## config.mk

```make
export PLATFORM = sky130hd
export DESIGN_NAME = wifi_dongle_host_register_block_top
export DESIGN_NICKNAME = d
export VERILOG_FILES = /design/src/rtl/core/wdhrb_pkg.sv /design/src/rtl/core/wifi_dongle_host_register_block_top.sv /design/src/rtl/core/wdhrb_csr.sv /design/src/rtl/core/wdhrb_engine.sv
export SDC_FILE = /design/constraint.sdc
export NUM_CORES = 1
export LEC_CHECK = 0
export BUFFER_PORTS_ARGS = -buffer_cell sky130_fd_sc_hd__buf_2
export CORE_AREA = 3 3 247 430
export CTS_CLUSTER_DIAMETER = 200
export CTS_CLUSTER_SIZE = 30
export DETAILED_ROUTE_END_ITERATION = 7
export DIE_AREA = 0 0 250 433
export MAX_ROUTING_LAYER = met4
export PLACE_DENSITY = 0.49
export SETUP_SLACK_MARGIN = 0.2
export SYNTH_ARGS = -nofsm -noshare
export SYNTH_HDL_FRONTEND = slang
export SYNTH_SLANG_ARGS = --single-unit
```

## constraint.sdc

```tcl
create_clock -name clock -period 10.8 [get_ports clock]
set_input_delay 3.24 -clock clock [delete_from_list [all_inputs] [get_ports clock]]
set_output_delay 3.24 -clock clock [all_outputs]
set_load 0.02 [all_outputs]
```

## src/rtl/core/wdhrb_pkg.sv

```systemverilog
package wdhrb_pkg;

   // Access kinds carried in req_kind
   typedef enum logic [2:0] {
      KIND_REG_READ   = 3'd0,
      KIND_REG_WRITE  = 3'd1,
      KIND_WIN_WRITE  = 3'd2,
      KIND_RAM_READ   = 3'd3,
      KIND_RAM_WRITE  = 3'd4
   } kind_type;

   // Download handshake phases
   typedef enum logic [2:0] {
      PH_RESET     = 3'd0,
      PH_LOADING   = 3'd1,
      PH_RELEASED  = 3'd2,
      PH_PUBLISHED = 3'd3,
      PH_TRAINING  = 3'd4
   } phase_type;

   // Configuration register indexes
   localparam logic [2:0] CSR_CHIP_ID        = 3'd0;
   localparam logic [2:0] CSR_CHIP_REVISION  = 3'd1;
   localparam logic [2:0] CSR_HS_REVISION    = 3'd2;
   localparam logic [2:0] CSR_RAM_BASE       = 3'd3;
   localparam logic [2:0] CSR_RAM_SIZE       = 3'd4;
   localparam logic [2:0] CSR_POINTER_OFFSET = 3'd5;
   localparam logic [2:0] CSR_INFO_OFFSET    = 3'd6;

   // Register window size and register offsets
   localparam logic [22:0] REG_WINDOW_BYTES = 23'h004000;
   localparam logic [22:0] OFS_LINK_MASK    = 23'h000024;
   localparam logic [22:0] OFS_MB_STATUS    = 23'h000048;
   localparam logic [22:0] OFS_MB_MASK      = 23'h00004C;
   localparam logic [22:0] OFS_INT_STATUS   = 23'h000090;
   localparam logic [22:0] OFS_INT_MASK     = 23'h000094;
   localparam logic [22:0] OFS_HOST_MB      = 23'h000098;
   localparam logic [22:0] OFS_DOORBELL0    = 23'h000140;
   localparam logic [22:0] OFS_DOORBELL1    = 23'h000144;

   // Backplane decode constants
   localparam logic [31:0] ENUM_BASE      = 32'h2800_0000;
   localparam logic [31:0] ENUM_PTR_ADDR  = 32'h2800_00FC;
   localparam logic [31:0] TABLE_BASE     = 32'h2801_0000;
   localparam logic [31:0] DOORBELL_BITS  = 32'h0000_F000;
   localparam logic [31:0] D0_INFORM_BIT  = 32'h0000_0010;
   localparam logic [31:0] D3_ACK_BIT     = 32'h0000_0001;
   localparam logic [7:0]  TRAIN_SPAN     = 8'hFF;

   // Enumeration table, indexed by byte offset / 4
   localparam logic [31:0] ENUM_TABLE [4] = '{
      32'h43B8_0001, 32'h0000_0211, 32'h2800_0015, 32'h0000_000F
   };

   typedef struct packed {
      logic [15:0] chip_id;
      logic [3:0]  chip_revision;
      logic [7:0]  handshake_revision;
      logic [31:0] ram_base_address;
      logic [23:0] ram_size_bytes;
      logic [22:0] pointer_offset;
      logic [22:0] info_offset;
   } cfg_type;

   typedef struct packed {
      logic [2:0]  kind;
      logic [22:0] offset;
      logic [31:0] write_data;
      logic [2:0]  access_bytes;
   } item_type;

   typedef struct packed {
      logic [31:0] read_data;
      logic        raise_interrupt;
      logic        stamp_pointer;
      logic        stamp_header;
      logic [31:0] pointer_value;
      logic [2:0]  handshake_phase;
   } result_type;

endpackage

```

## src/rtl/core/wifi_dongle_host_register_block_top.sv

```systemverilog
// Channel   Direction  Handshake              Payload
// req       in         req_valid / req_ready  kind, offset, write_data, access_bytes
// rsp       out        rsp_valid / rsp_ready  read_data, raise_interrupt, stamp_pointer,
//                                             stamp_header, pointer_value, handshake_phase
// csr       in         csr_valid / csr_ready  index, write_data (ready always high)
//
// One item per cycle sustained while rsp_ready is high; an accepted item waits in the
// input register, then moves to the result register, where rsp_valid shows it and the
// result can be taken.
// The whole access (decode, state update) is one pass of logic between the two.
// A stalled rsp stage holds its item; the input register keeps accepting while it is
// empty, or while the result register is empty or being drained.
// Reset (synchronous) empties both stages and restores engine state and configuration.
module wifi_dongle_host_register_block_top
   import wdhrb_pkg::*;
(
   input  logic        clock,
   input  logic        reset,
   input  logic        req_valid,
   output logic        req_ready,
   input  logic [2:0]  req_kind,
   input  logic [22:0] req_offset,
   input  logic [31:0] req_write_data,
   input  logic [2:0]  req_access_bytes,
   output logic        rsp_valid,
   input  logic        rsp_ready,
   output logic [31:0] rsp_read_data,
   output logic        rsp_raise_interrupt,
   output logic        rsp_stamp_pointer,
   output logic        rsp_stamp_header,
   output logic [31:0] rsp_pointer_value,
   output logic [2:0]  rsp_handshake_phase,
   input  logic        csr_valid,
   output logic        csr_ready,
   input  logic [2:0]  csr_index,
   input  logic [31:0] csr_write_data
);

   cfg_type    cfg;
   item_type   item_ff, item_in;
   logic       item_valid_ff, item_valid_in;
   result_type result;
   result_type rsp_ff, rsp_in;
   logic       rsp_valid_ff, rsp_valid_in;
   logic       out_free;
   logic       advance;

   assign csr_ready = 1'b1;

   wdhrb_csr u_csr (
      .clock          (clock),
      .reset          (reset),
      .csr_valid      (csr_valid),
      .csr_index      (csr_index),
      .csr_write_data (csr_write_data),
      .cfg            (cfg)
   );

   wdhrb_engine u_engine (
      .clock     (clock),
      .reset     (reset),
      .cfg       (cfg),
      .item      (item_ff),
      .item_fire (advance),
      .result    (result)
   );

   // Advance the held item when the result register can take it
   assign out_free  = !rsp_valid_ff || rsp_ready;
   assign advance   = item_valid_ff && out_free;
   assign req_ready = !item_valid_ff || out_free;

   always_comb begin
      item_valid_in = item_valid_ff;
      item_in       = item_ff;
      if (req_valid && req_ready) begin
         item_valid_in = 1'b1;
         item_in       = '{kind: req_kind, offset: req_offset,
                           write_data: req_write_data, access_bytes: req_access_bytes};
      end else if (advance) begin
         item_valid_in = 1'b0;
      end
   end

   always_comb begin
      rsp_valid_in = rsp_valid_ff;
      rsp_in       = rsp_ff;
      if (advance) begin
         rsp_valid_in = 1'b1;
         rsp_in       = result;
      end else if (rsp_ready) begin
         rsp_valid_in = 1'b0;
      end
   end

   // Control flags clear on reset; payload just loads
   always_ff @(posedge clock) begin
      if (reset) begin
         item_valid_ff <= 1'b0;
         rsp_valid_ff  <= 1'b0;
      end else begin
         item_valid_ff <= item_valid_in;
         rsp_valid_ff  <= rsp_valid_in;
      end
   end

   always_ff @(posedge clock) begin
      item_ff <= item_in;
      rsp_ff  <= rsp_in;
   end

   assign rsp_valid           = rsp_valid_ff;
   assign rsp_read_data       = rsp_ff.read_data;
   assign rsp_raise_interrupt = rsp_ff.raise_interrupt;
   assign rsp_stamp_pointer   = rsp_ff.stamp_pointer;
   assign rsp_stamp_header    = rsp_ff.stamp_header;
   assign rsp_pointer_value   = rsp_ff.pointer_value;
   assign rsp_handshake_phase = rsp_ff.handshake_phase;

   // An item leaving the input register shows up as a result next cycle
   a_advance_to_rsp: assert property (@(posedge clock) disable iff (reset)
      advance |=> rsp_valid)
      else $error("advanced item did not reach the result register");

   // An empty input register always takes an item
   a_empty_ready: assert property (@(posedge clock) disable iff (reset)
      !item_valid_ff |-> req_ready)
      else $error("empty input stage not ready");

   // Pointer value only accompanies a pointer stamp
   a_pointer_gated: assert property (@(posedge clock) disable iff (reset)
      (rsp_valid && !rsp_stamp_pointer) |-> (rsp_pointer_value == 32'd0))
      else $error("pointer value without stamp");

   // Stamps are reported only with the published phase
   a_stamp_phase: assert property (@(posedge clock) disable iff (reset)
      (rsp_valid && (rsp_stamp_pointer || rsp_stamp_header)) |->
      (rsp_handshake_phase == PH_PUBLISHED))
      else $error("stamp outside published phase");

endmodule

```

## src/rtl/core/wdhrb_csr.sv

```systemverilog
module wdhrb_csr
   import wdhrb_pkg::*;
(
   input  logic        clock,
   input  logic        reset,
   input  logic        csr_valid,
   input  logic [2:0]  csr_index,
   input  logic [31:0] csr_write_data,
   output cfg_type     cfg
);

   cfg_type cfg_ff, cfg_in;

   // Decode the write into the addressed field
   always_comb begin
      cfg_in = cfg_ff;
      if (csr_valid) begin
         case (csr_index)
            CSR_CHIP_ID:        cfg_in.chip_id = csr_write_data[15:0];
            CSR_CHIP_REVISION:  cfg_in.chip_revision = csr_write_data[3:0];
            CSR_HS_REVISION:    cfg_in.handshake_revision = csr_write_data[7:0];
            CSR_RAM_BASE:       cfg_in.ram_base_address = csr_write_data;
            CSR_RAM_SIZE:       cfg_in.ram_size_bytes = csr_write_data[23:0];
            CSR_POINTER_OFFSET: cfg_in.pointer_offset = csr_write_data[22:0];
            CSR_INFO_OFFSET:    cfg_in.info_offset = csr_write_data[22:0];
            default:            cfg_in = cfg_ff;
         endcase
      end
   end

   // Hold configuration, load reset values
   always_ff @(posedge clock) begin
      if (reset) begin
         cfg_ff.chip_id            <= 16'h6717;
         cfg_ff.chip_revision      <= 4'h0;
         cfg_ff.handshake_revision <= 8'h06;
         cfg_ff.ram_base_address   <= 32'h0;
         cfg_ff.ram_size_bytes     <= 24'h40_0000;
         cfg_ff.pointer_offset     <= 23'h3F_FFFC;
         cfg_ff.info_offset        <= 23'h00_1000;
      end else begin
         cfg_ff <= cfg_in;
      end
   end

   assign cfg = cfg_ff;

endmodule

```

## src/rtl/core/wdhrb_engine.sv

```systemverilog
module wdhrb_engine
   import wdhrb_pkg::*;
(
   input  logic       clock,
   input  logic       reset,
   input  cfg_type    cfg,
   input  item_type   item,
   input  logic       item_fire,
   output result_type result
);

   logic [31:0] window_ff, window_in;
   logic [31:0] int_status_ff, int_status_in;
   logic [31:0] int_mask_ff, int_mask_in;
   logic [31:0] mb_status_ff, mb_status_in;
   logic [31:0] mb_mask_ff, mb_mask_in;
   logic [31:0] link_mask_ff, link_mask_in;
   phase_type   phase_ff, phase_in;
   logic [31:0] count_ff, count_in;
   logic        stamped_ff, stamped_in;

   logic [31:0] bp_addr;
   logic [31:0] reg_value;
   logic [32:0] count_sum;
   logic        in_window;
   logic        train_hit;
   logic [24:0] ptr_end;
   logic [24:0] hdr_end;
   logic [23:0] train_end;

   assign bp_addr   = window_ff + {9'd0, item.offset};
   assign in_window = item.offset < REG_WINDOW_BYTES;
   assign count_sum = {1'b0, count_ff} + {30'd0, item.access_bytes};
   assign ptr_end   = {2'd0, cfg.pointer_offset} + 25'd4;
   assign hdr_end   = {2'd0, cfg.info_offset} + 25'd8;
   assign train_end = {1'b0, cfg.info_offset} + {16'd0, TRAIN_SPAN} + 24'd1;
   assign train_hit = (item.offset != cfg.pointer_offset) &&
                      (item.offset >= cfg.info_offset) &&
                      ({1'b0, item.offset} < train_end);

   // Decode a register read through the backplane window
   always_comb begin
      if (bp_addr == ENUM_BASE) begin
         reg_value = {3'd0, 1'b1, 4'h6, 4'h0, cfg.chip_revision, cfg.chip_id};
      end else if (bp_addr == ENUM_PTR_ADDR) begin
         reg_value = TABLE_BASE;
      end else if (bp_addr[31:4] == TABLE_BASE[31:4]) begin
         reg_value = ENUM_TABLE[bp_addr[3:2]];
      end else begin
         case (item.offset)
            OFS_INT_STATUS: reg_value = int_status_ff;
            OFS_INT_MASK:   reg_value = int_mask_ff;
            OFS_MB_STATUS:  reg_value = mb_status_ff;
            OFS_MB_MASK:    reg_value = mb_mask_ff;
            OFS_LINK_MASK:  reg_value = link_mask_ff;
            default:        reg_value = 32'd0;
         endcase
      end
   end

   // Work out the access: next state and result
   always_comb begin
      window_in     = window_ff;
      int_status_in = int_status_ff;
      int_mask_in   = int_mask_ff;
      mb_status_in  = mb_status_ff;
      mb_mask_in    = mb_mask_ff;
      link_mask_in  = link_mask_ff;
      phase_in      = phase_ff;
      count_in      = count_ff;
      stamped_in    = stamped_ff;
      result        = '0;
      case (item.kind)
         KIND_REG_READ: begin
            if (in_window) begin
               result.read_data = reg_value;
            end
         end
         KIND_REG_WRITE: begin
            if (in_window) begin
               case (item.offset)
                  OFS_INT_STATUS: int_status_in = int_status_ff & ~item.write_data;
                  OFS_INT_MASK:   int_mask_in = item.write_data;
                  OFS_MB_STATUS:  mb_status_in = mb_status_ff & ~item.write_data;
                  OFS_MB_MASK:    mb_mask_in = item.write_data;
                  OFS_LINK_MASK:  link_mask_in = item.write_data;
                  OFS_DOORBELL0, OFS_DOORBELL1: begin
                     mb_status_in           = mb_status_ff | DOORBELL_BITS;
                     int_status_in          = int_status_ff | DOORBELL_BITS;
                     result.raise_interrupt = 1'b1;
                  end
                  OFS_HOST_MB: begin
                     if ((item.write_data & D0_INFORM_BIT) != 32'd0) begin
                        mb_status_in           = mb_status_ff | D3_ACK_BIT;
                        int_status_in          = int_status_ff | D3_ACK_BIT;
                        result.raise_interrupt = 1'b1;
                     end
                  end
                  default: result.raise_interrupt = 1'b0;
               endcase
            end
         end
         KIND_WIN_WRITE: begin
            window_in = item.write_data;
            // Publish the shared header after a download
            if (phase_ff == PH_LOADING && count_ff != 32'd0) begin
               if (ptr_end <= {1'b0, cfg.ram_size_bytes}) begin
                  result.stamp_pointer = 1'b1;
                  result.pointer_value = cfg.ram_base_address + {9'd0, cfg.info_offset};
               end
               result.stamp_header = hdr_end <= {1'b0, cfg.ram_size_bytes};
               stamped_in          = 1'b1;
               phase_in            = PH_PUBLISHED;
            end
         end
         KIND_RAM_READ: begin
            if (train_hit && stamped_ff && phase_ff == PH_PUBLISHED) begin
               phase_in = PH_TRAINING;
            end
         end
         KIND_RAM_WRITE: begin
            // Count downloaded bytes, saturating
            if (phase_ff == PH_RESET || phase_ff == PH_LOADING) begin
               phase_in = PH_LOADING;
               count_in = count_sum[32] ? 32'hFFFF_FFFF : count_sum[31:0];
            end
         end
         default: phase_in = phase_ff;
      endcase
      result.handshake_phase = phase_in;
   end

   // Update state as the item leaves for the result register
   always_ff @(posedge clock) begin
      if (reset) begin
         window_ff     <= ENUM_BASE;
         int_status_ff <= 32'd0;
         int_mask_ff   <= 32'd0;
         mb_status_ff  <= 32'd0;
         mb_mask_ff    <= 32'd0;
         link_mask_ff  <= 32'd0;
         phase_ff      <= PH_RESET;
         count_ff      <= 32'd0;
         stamped_ff    <= 1'b0;
      end else if (item_fire) begin
         window_ff     <= window_in;
         int_status_ff <= int_status_in;
         int_mask_ff   <= int_mask_in;
         mb_status_ff  <= mb_status_in;
         mb_mask_ff    <= mb_mask_in;
         link_mask_ff  <= link_mask_in;
         phase_ff      <= phase_in;
         count_ff      <= count_in;
         stamped_ff    <= stamped_in;
      end
   end

endmodule
```

# [Word level (Yosys, flattened, before mapping)]
# Cells that the tools add are included.
[classes] eq_ne=24 magnitude_cmp=6 bitwise_logic=8 addsub=7 reduce_logical=47 muxes=22
[op_table] operator="32-bit case mux with 3 select lines" n=2
[op_table] operator="32-bit case mux with 5 select lines" n=1
[op_table] operator="32-bit two-way mux" n=4
[op_table] operator="23-bit by 8-bit == test with 1-bit output (second input constant)" n=3
[op_table] operator="32-bit by 23-bit adder with 32-bit output" n=2
[op_table] operator="32-bit AND" n=2
[op_table] operator="32-bit binary-select mux with 2-bit select" n=1
[op_table] operator="32-bit by 30-bit == test with 1-bit output (second input constant)" n=2
[op_table] operator="25-bit by 24-bit <= comparator with 1-bit output" n=2
[op_table] operator="23-bit by 7-bit == test with 1-bit output (second input constant)" n=2
[op_table] operator="23-bit by 9-bit == test with 1-bit output (second input constant)" n=2
[op_table] operator="32-bit by 3-bit adder with 33-bit output" n=1
[op_table] operator="32-bit inverter" n=1
[op_table] operator="32-bit nonzero test" n=1
[op_table] operator="30-bit two-way mux" n=1
[op_table] operator="29-bit two-way mux" n=1
[op_table] operator="28-bit by 26-bit == test with 1-bit output (second input constant)" n=1
[op_table] operator="23-bit by 3-bit adder with 24-bit output (second input constant)" n=1
[op_table] operator="23-bit by 4-bit adder with 24-bit output (second input constant)" n=1
[op_table] operator="23-bit by 8-bit adder with 24-bit output (second input constant)" n=1
[op_table] operator="24-bit by 1-bit adder with 24-bit output (second input constant)" n=1
[op_table] operator="23-bit by 24-bit < comparator with 1-bit output" n=1
[op_table] operator="6-bit AND reduction" n=4
[op_table] operator="23-bit by 6-bit == test with 1-bit output (second input constant)" n=1
[op_table] operator="26 further kinds" n=75
[word_totals] regBits=483

# [Logic depth before layout (Yosys ltp)]
# Gate-level depths: netlist (run 1).
[logic_depth] ltp_word=8 depth_mapped=18 mapped_depth_nobuf=16

# [Hierarchy]
# From an unflattened synthesis (run 1), not the netlist that was laid out.
[unflattened] cells_unflattened=2781 area_unflattened_um2=25660.9
[by_module_without_submodules] mod="wdhrb_engine" seq_area_each_um2=4564.4 cells_each=2145 n_inst=1 area_each_um2=16398.2
[by_module_without_submodules] mod="wdhrb_csr" seq_area_each_um2=2602.5 cells_each=493 n_inst=1 area_each_um2=5213.8
[by_module_without_submodules] mod="wifi_dongle_host_register_block_top" seq_area_each_um2=3973.8 cells_each=143 n_inst=1 area_each_um2=4048.9

# [Worst setup path after synthesis (run 1)]
# OpenSTA, ideal clock, no wires.
[synth_timing] kind="in2out" start="in rsp_ready" end="out req_ready" path_buffers=0 path_slack_ps=3994 arrival_ps=3566 path_stages=2 path_cell_list="nor2b_1 > nand2_1"
[synth_between] elab_chain_len=2
[synth_rtl] item="from (decl)" line_no="wifi_dongle_host_register_block_top.sv:26" text="input logic rsp_ready,"
[synth_rtl] item="1-bit logical OR" line_no="wifi_dongle_host_register_block_top.sv:69" text="assign out_free = !rsp_valid_ff || rsp_ready;"
[synth_rtl] item="1-bit logical OR" line_no="wifi_dongle_host_register_block_top.sv:71" text="assign req_ready = !item_valid_ff || out_free;"
[synth_rtl] item="to (decl)" line_no="wifi_dongle_host_register_block_top.sv:20" text="output logic req_ready,"
# No other way between the ends.

# [Final worst setup path (run 1)]
# Ends and elaborated chain as after synthesis.

==> flow_summary.json, run 1 <==
{
  "outcome": "finished, final reports clean",
  "ff2ff_path_depth": 13,
  "cts_tree": "yes",
  "worstSetupPathDepth": 4,
  "grt_pass1_wl_mm": 127,
  "core-area_mm2": 0.103,
  "gp_congestion": 0.894,
  "critPathMaxFanout": 3,
  "use_met1_pct": 18.0,
  "io_buffers": 172,
  "synthFlopType": "dfxtp_1",
  "grt_overflow": 0,
  "vias": 20400,
  "layout_commonest_cell": "nand2_1",
  "dieArea_mm2": 0.108,
  "start_util_pct": 23.8,
  "period_share_pct": 64.9,
  "drt_iter0_markers": 1417,
  "met3_usage_pct": 1.07,
  "worst_r2r_startpoint": "item_ff[40]",
  "firstDrtPassIters": 6,
  "synth_area_mm2": 0.0246,
  "crit_path_end_kind": "primary output",
  "critPathMaxStageDelay_ns": 0.18,
  "drtAntennaViolNets": 0,
  "final_cell_mix": "nand2_1 (541), a21oi_1 (383), dfxtp_1 (352)",
  "cp_data_required_time_ns": 7.56,
  "leakagePower_nw": 9.71,
  "synthCells": 2790,
  "fill_cells": 11100,
  "hpwlAfterDp_mm": 61.9,
  "cp_top_family": "simple AND/OR/NAND/NOR gates",
  "crit_buf_inv": 2,
  "crit_top_cell": "buf_2",
  "root_buffer": "clkbuf_16",
  "clock-sinks": 483,
  "start_kind": "input pin",
  "viasPerCell": 4.82,
  "worstPathArrival_ns": 3.77,
  "peakVddDrop_mv": 0.110,
  "area_growth_pct": 11.6,
  "async_flop_share_pct": 0,
  "routedWlPerCell_um": 19.9,
  "ys_warn_count": 0,
  "wl_mm": 84.1,
  "drive_above_1_share_pct": 9.61,
  "antenna_found_initial": 3,
  "clk_pin_slew_ns": 0.12,
  "min_path_type": "reg -> reg",
  "crit_type": "in -> out",
  "grt_max_degree": 144,
  "p_per_area_mw_per_mm2": 119,
  "synth_fp_nets": 3036,
  "tightest_slew_ns": 1.07,
  "min_period_ns": 7.01,
  "timing.setup.tns_ns": 0,
  "max_freq_ghz": 0.143,
  "setup_viol": 0,
  "die_y_um": 433,
  "clock_path_buffers": 3,
  "skew_ns": 0.0561,
  "cp-endpoint": "req_ready",
  "grt_usage_pct": 15.6,
  "yosysSeqAreaShare_pct": 44.6,
  "hold_viol_final": 0,
  "ctsHoldBuffers": 0,
  "yosysUniqueCellTypes": 97,
  "cts_buffers": 20,
  "critPathSlowestCell": "nor2b_1",
  "fp-row-count": 156,
  "die_w_um": 250,
  "postCtsSetupRepairBufs": 0,
  "ff2ff_setup_slack_ns": 5.66,
  "slew_viol_final": 0,
  "syn_area_per_cell_um2": 8.83,
  "cts.repair.resized": 0,
  "drv_cap": 0,
  "rsz0062_at_grt": "no",
  "drc": 0,
  "io_pins": 174,
  "ys_seq_elements": 483,
  "cp_cell_sequence": "buf_2, nor2b_1, nand2_1, buf_2",
  "slew_headroom_pct": 28.4,
  "synth_edf_count": 131,
  "r2r-end": "rsp_read_data[17]",
  "clk_latency_ns": 0.61,
  "htreeDepth": 1,
  "grt_most_used_layer": "met2",
  "nets": 3115,
  "grt_pass1_vias": 20500,
  "startpoint": "rsp_ready",
  "post-route-util_pct": 26.6,
  "grtUsageMet2_pct": 28.7
}
cell type report:
class                   instances  area, um^2  share of cell area (%)
multi-input cells            2068       12800                    46.4
diodes                          2        5.00                  0.0182
repair buffers                202        1100                    3.99
flip-flops and latches        483       11000                    40.0
inverters                      94         354                    1.29
well taps                    1343        1680                    6.11
clock inverters                 1        30.0                   0.109
clock buffers                  35         578                    2.10
metrics by stage:
stage / setup WS [ns] / power [mW] / hold slack [ns] / instance area (um^2) / cells
after floorplan: 3.99 / 2.19 / 0.426 / 24600 / 2790
after global placement: 3.73 / 2.32 / 0.435 / 26900 / 4190
after detailed placement: 3.78 / 2.32 / 0.438 / 26900 / 4190
after CTS: 3.78 / 3.34 / 0.458 / 27500 / 4226
after global routing: 3.70 / 3.43 / 0.472 / 27500 / 4228
final: 3.79 / 3.28 / 0.455 / 27500 / 4228
report_power, final:
| group | total (mW) | internal (mW) | switching [mW] |
|---|---|---|---|
| clock | 1.00 | 0.378 | 0.626 |
| combinational | 0.334 | 0.126 | 0.208 |
| sequential | 1.95 | 1.89 | 0.0505 |
| total | 3.28 | 2.40 | 0.884 |
registers in the layout, indices dropped and copies added, names as in the netlist:
register and flops:
u_engine.link_mask_ff 32, item_ff 61, rsp_handshake_phase 3, rsp_raise_interrupt 1
u_engine.int_mask_ff 32, item_valid_ff 1, rsp_stamp_header 1, u_engine.window_ff 32
rsp_pointer_value 32, rsp_stamp_pointer 1, rsp_valid 1, u_engine.int_status_ff 32
u_engine.mb_status_ff 32, u_engine.mb_mask_ff 32, u_engine.stamped_ff 1, rsp_read_data 32
u_engine.phase_ff 3, u_engine.count_ff 32, u_csr.cfg 122
routing by layer:
metal	vias to the layer above	wire length [um]
li1	10000	-
met2	480	43900
met3	89	2730
met5	-	0
met1	9818	34800
met4	0	2640
logic make-up (layout without fill, tap and decap cells):
group	Yosys count	count (layout)	synth area share, %
buffers and inverters	239	332	3.88
AND/OR/NAND/NOR	1065	1065	20.4
AO/OA/AOI/OAI	694	694	17.7
adder cells (fa/ha/maj)	145	145	7.46
XOR/XNOR	144	144	5.15
other	1	3	0.0152
flip-flops	483	483	44.6
multiplexers	19	19	0.798
synth_stat cells, drive strengths merged, types with 6 or more instances:
cell type	n	area (um^2)
a2111oi	7	63.8
a211o	23	201
a211oi	9	77.6
a21o	31	240
a21oi	388	1970
a221oi	13	114
a222oi	32	320
a22oi	20	155
a31oi	11	68.8
and2	9	57.6
and3	29	181
and4	7	61.3
buf	20	131
clkbuf	125	470
dfxtp	352	7050
edfxtp	131	3930
ha	142	1780
inv	94	353
mux2i	17	170
nand2	544	2040
nand2b	75	469
nand3	56	290
nand3b	15	113
nand4	40	250
nor2	136	527
nor2b	48	300
nor3	37	195
nor4	25	171
o2111ai	7	61.3
o211ai	13	108
o21a	16	121
o21ai	64	332
o21bai	6	45.0
o2bb2ai	17	149
o31ai	6	45.0
or2	7	43.8
or3	7	43.8
or4	7	60.1
xnor2	90	788
xor2	54	480
how the worst min path moves through the flow:
| stage | start | endpoint | slack (ns) | depth (start not counted) |
|---|---|---|---|---|
| global route | u_engine.mb_status_ff[30] | u_engine.mb_status_ff[30] | 0.47 | 2 |
| finish | u_engine.mb_status_ff[29] | u_engine.mb_status_ff[29] | 0.46 | 2 |
| detailed placement | u_engine.mb_status_ff[11] | u_engine.mb_status_ff[11] | 0.44 | 2 |
| CTS | u_engine.mb_status_ff[24] | u_engine.mb_status_ff[24] | 0.46 | 2 |
| floorplan | u_engine.int_status_ff[10] | u_engine.int_status_ff[10] | 0.43 | 2 |
| global placement | u_engine.int_status_ff[20] | u_engine.int_status_ff[20] | 0.43 | 2 |
tightest hold or removal path: stages (launching register included):
cell,delay (ns)
dfxtp_1,0.33
nand2b_1,0.06
a21oi_1,0.03
No activity file was read; power rests on OpenSTA's default activity.
==> run 2: changes to the inputs <==
--- a/config.mk
+++ b/config.mk
@@ -5,14 +5,15 @@
 export SDC_FILE = /design/constraint.sdc
 export NUM_CORES = 1
 export LEC_CHECK = 0
+export ABC_AREA = 1
 export BUFFER_PORTS_ARGS = -buffer_cell sky130_fd_sc_hd__buf_2
-export CORE_AREA = 3 3 247 430
+export CORE_AREA = 3 3 252 439
 export CTS_CLUSTER_DIAMETER = 200
 export CTS_CLUSTER_SIZE = 30
 export DETAILED_ROUTE_END_ITERATION = 7
-export DIE_AREA = 0 0 250 433
+export DIE_AREA = 0 0 255 442
 export MAX_ROUTING_LAYER = met4
-export PLACE_DENSITY = 0.49
+export PLACE_DENSITY = 0.51
 export SETUP_SLACK_MARGIN = 0.2
 export SYNTH_ARGS = -nofsm -noshare
 export SYNTH_HDL_FRONTEND = slang
==> constraint.sdc (replaced) <==
create_clock -name clock -period 5.9 [get_ports clock]
set_input_delay 1.77 -clock clock [delete_from_list [all_inputs] [get_ports clock]]
set_output_delay 1.77 -clock clock [all_outputs]
set_load 0.02 [all_outputs]
==> run 2 against run 1 <==
  * Via count grew 10%
  * Register-to-register slack lost 4.8 ns
  * Non-clock buffer count is the same
  * Die area grew 4.1%
  * Hold slack lost 0.0095 ns
  * Clock-buffer cell count shrank 2
  * Largest cell class unchanged
==> flow_summary.json, run 2 <==
{
  "outcome": "finished, final reports clean",
  "clock_path_buffers": 3,
  "fp-row-count": 159,
  "io_pins": 174,
  "final_cell_mix": "nand2_1 (596), inv_1 (402), dfxtp_1 (352)",
  "slew_viol_final": 0,
  "core-area_mm2": 0.107,
  "postCtsSetupRepairBufs": 0,
  "gp_congestion": 0.942,
  "worst_r2r_startpoint": "u_csr.cfg[25]",
  "startpoint": "u_csr.cfg[25]",
  "cp_data_required_time_ns": 6.38,
  "grt_overflow": 0,
  "cp_cell_sequence": "inv_1, nor3_1, nand3_1, nor2_1, nand3_1, nor3_1, nand3_1, nor3_1, xor2_1, inv_1, ha_1, nand2_1, nor2_1, nand4_1, nor4_1, nand2_1, a21oi_1, inv_1, a21oi_1, o21a_1",
  "async_flop_share_pct": 0,
  "synthFlopType": "dfxtp_1",
  "start_util_pct": 23.9,
  "firstDrtPassIters": 5,
  "drtAntennaViolNets": 0,
  "die_w_um": 255,
  "multiInputGateArea_mm2": 0.0126,
  "drive_above_1_share_pct": 9.31,
  "hold_viol_final": 0,
  "drc": 0,
  "synth_edf_count": 131,
  "critPathSlowestCell": "inv_1",
  "clk_pin_slew_ns": 0.12,
  "setup_viol": 0,
  "synthCells": 3294,
  "period_share_pct": 85.1,
  "grt_pass1_vias": 22200,
  "drt_iter0_markers": 1266,
  "fin_area_mm2": 0.0286,
  "cts.repair.resized": 0,
  "dp_cells": 4749,
  "synth_fp_nets": 3540,
  "critPathMaxFanout": 29,
  "grt_usage_pct": 16.0,
  "htreeDepth": 1,
  "crit_buf_inv": 3,
  "yosysTopAreaCellShare_pct": 27.5,
  "yosysSeqAreaShare_pct": 42.8,
  "crit_type": "reg -> reg",
  "yosys-top-cells-area": "dfxtp_1 (27%), edfxtp_1 (15%), nand2_1 (8.7%)",
  "power_mw": 6.09,
  "synth.most_common_cell": "nand2_1",
  "max_freq_ghz": 0.199,
  "seq_area_mm2": 0.0110,
  "timing.setup.tns_ns": 0,
  "clock-sinks": 483,
  "leakagePower_nw": 11.6,
  "slew_headroom_pct": 34.3,
  "timing.hold.ws_ns": 0.446,
  "wl_mm": 89.8,
  "routedWlPerCell_um": 18.7,
  "grt_pass1_wl_mm": 134,
  "cts_buffers": 20,
  "netlist_top_cells_count": "nand2_1 (596), inv_1 (406), dfxtp_1 (352)",
  "antenna_found_initial": 7,
  "clk_latency_ns": 0.61,
  "cp_top_family": "simple AND/OR/NAND/NOR gates",
  "min_period_ns": 5.02,
  "cts_tree": "yes",
  "largest_reg_flops": 122,
  "nets": 3649,
  "grt_max_degree": 141,
  "area_growth_pct": 11.5,
  "placed_cell_area_mm2": 0.0280,
  "ctsHoldBuffers": 0,
  "io_buffers": 172,
  "critPathMaxStageDelay_ns": 0.63,
  "peakVddDrop_mv": 0.164,
  "viasPerCell": 4.70,
  "layout_commonest_cell": "nand2_1",
  "start_kind": "flip-flop",
  "skew_ns": 0.0655,
  "ys_warn_count": 0,
  "fin_cells": 4788,
  "die_y_um": 442,
  "yosys.area.top_type": "dfxtp_1",
  "tightest_slew_ns": 0.986,
  "dieArea_mm2": 0.113,
  "rsz0062_at_grt": "no",
  "drv_cap": 0,
  "hpwlAfterDp_mm": 70.0,
  "vias": 22500,
  "worstPathArrival_ns": 5.50,
  "syn_area_per_cell_um2": 7.78,
  "fill_cells": 11800,
  "root_buffer": "clkbuf_16",
  "ys_seq_elements": 483,
  "min_from": "u_engine.mb_status_ff[17]",
  "crit_path_end_kind": "flip-flop",
  "p_per_area_mw_per_mm2": 213,
  "synth_area_mm2": 0.0256,
  "yosysUniqueCellTypes": 63,
  "min_path_type": "reg -> reg"
}
==> run 2: cell count changes after synthesis, moves of 32 or more <==
| cell | before | now |
|---|---|---|
| nand3_1 | 54 | 147 |
| nor2b_1 | 48 | 0 |
| nand2b_1 | 75 | 0 |
| a21oi_1 | 383 | 336 |
| nand2_1 | 544 | 596 |
| a222oi_1 | 32 | 0 |
| o21ai_0 | 57 | 275 |
| clkbuf_1 | 124 | 89 |
| inv_1 | 94 | 406 |
| xnor2_1 | 90 | 25 |
| nor2_1 | 135 | 276 |
| a211oi_1 | 7 | 54 |
==> run 2: per-stage QoR <==
step	worst slack, ns	util [%]
after floorplan	0.815	-
after global placement	0.828	26.1
after detailed placement	0.913	26.1
after CTS	0.865	26.6
after global routing	0.427	26.6
final	0.881	26.6
==> run 2: area by class of cell <==
class | count | share of cell area, %
Antenna cell | 4 | 0.0350
Multi-Input combinational cell | 2271 | 44.1
Inverter | 425 | 5.62
Sequential cell | 483 | 38.4
Clock buffer | 33 | 1.92
Clock inverter | 2 | 0.162
Timing Repair Buffer | 202 | 3.80
Tap cell | 1368 | 5.99
==> run 2: worst paths after layout <==
path                            slack [ns]  depth (start not counted)                   endpoint
worst min register to register        0.45                          2  u_engine.mb_status_ff[17]
worst min-delay path                  0.45                          2  u_engine.mb_status_ff[17]
worst max register to register        0.88                         20      rsp_pointer_value[30]
worst max-delay path                  0.88                         20      rsp_pointer_value[30]
==> run 2: cells by family after synthesis <==
logic type,count (synthesis),synth area share [%]
xor+xnor,93,3.18
simple gates,1240,21.5
flops,483,42.8
other cells,1,0.0146
buf+inv,540,8.13
fa+ha+maj,145,7.16
compound gates,792,17.2
==> run 2: metal layers <==
layer  vias to the layer above  global-route usage (%)  part of all wire [%]
met5                         -                       -                     0
met4                         0                    7.11                   5.0
met3                       165                    1.16                   3.3
met2                       500                    29.7                    53
met1                     10600                    17.2                    39
li1                      11300                       -                     -
==> run 2: worst register-to-register path, delay by kind of cell, from the launching register on <==
kind                       cells  cell delay, ns
DFF                            1            0.39
buffers and inverters          3            0.80
adders and majority gates      1            0.27
AOI/OAI and AO/OA              3            1.04
and+or+nand+nor               12            2.25
xor gates and xnor gates       1            0.17
==> run 2: where the power goes <==
group	switching [mW]	internal, mW
Combinational	0.493	0.242
Sequential	0.0825	3.48
Clock	1.12	0.666
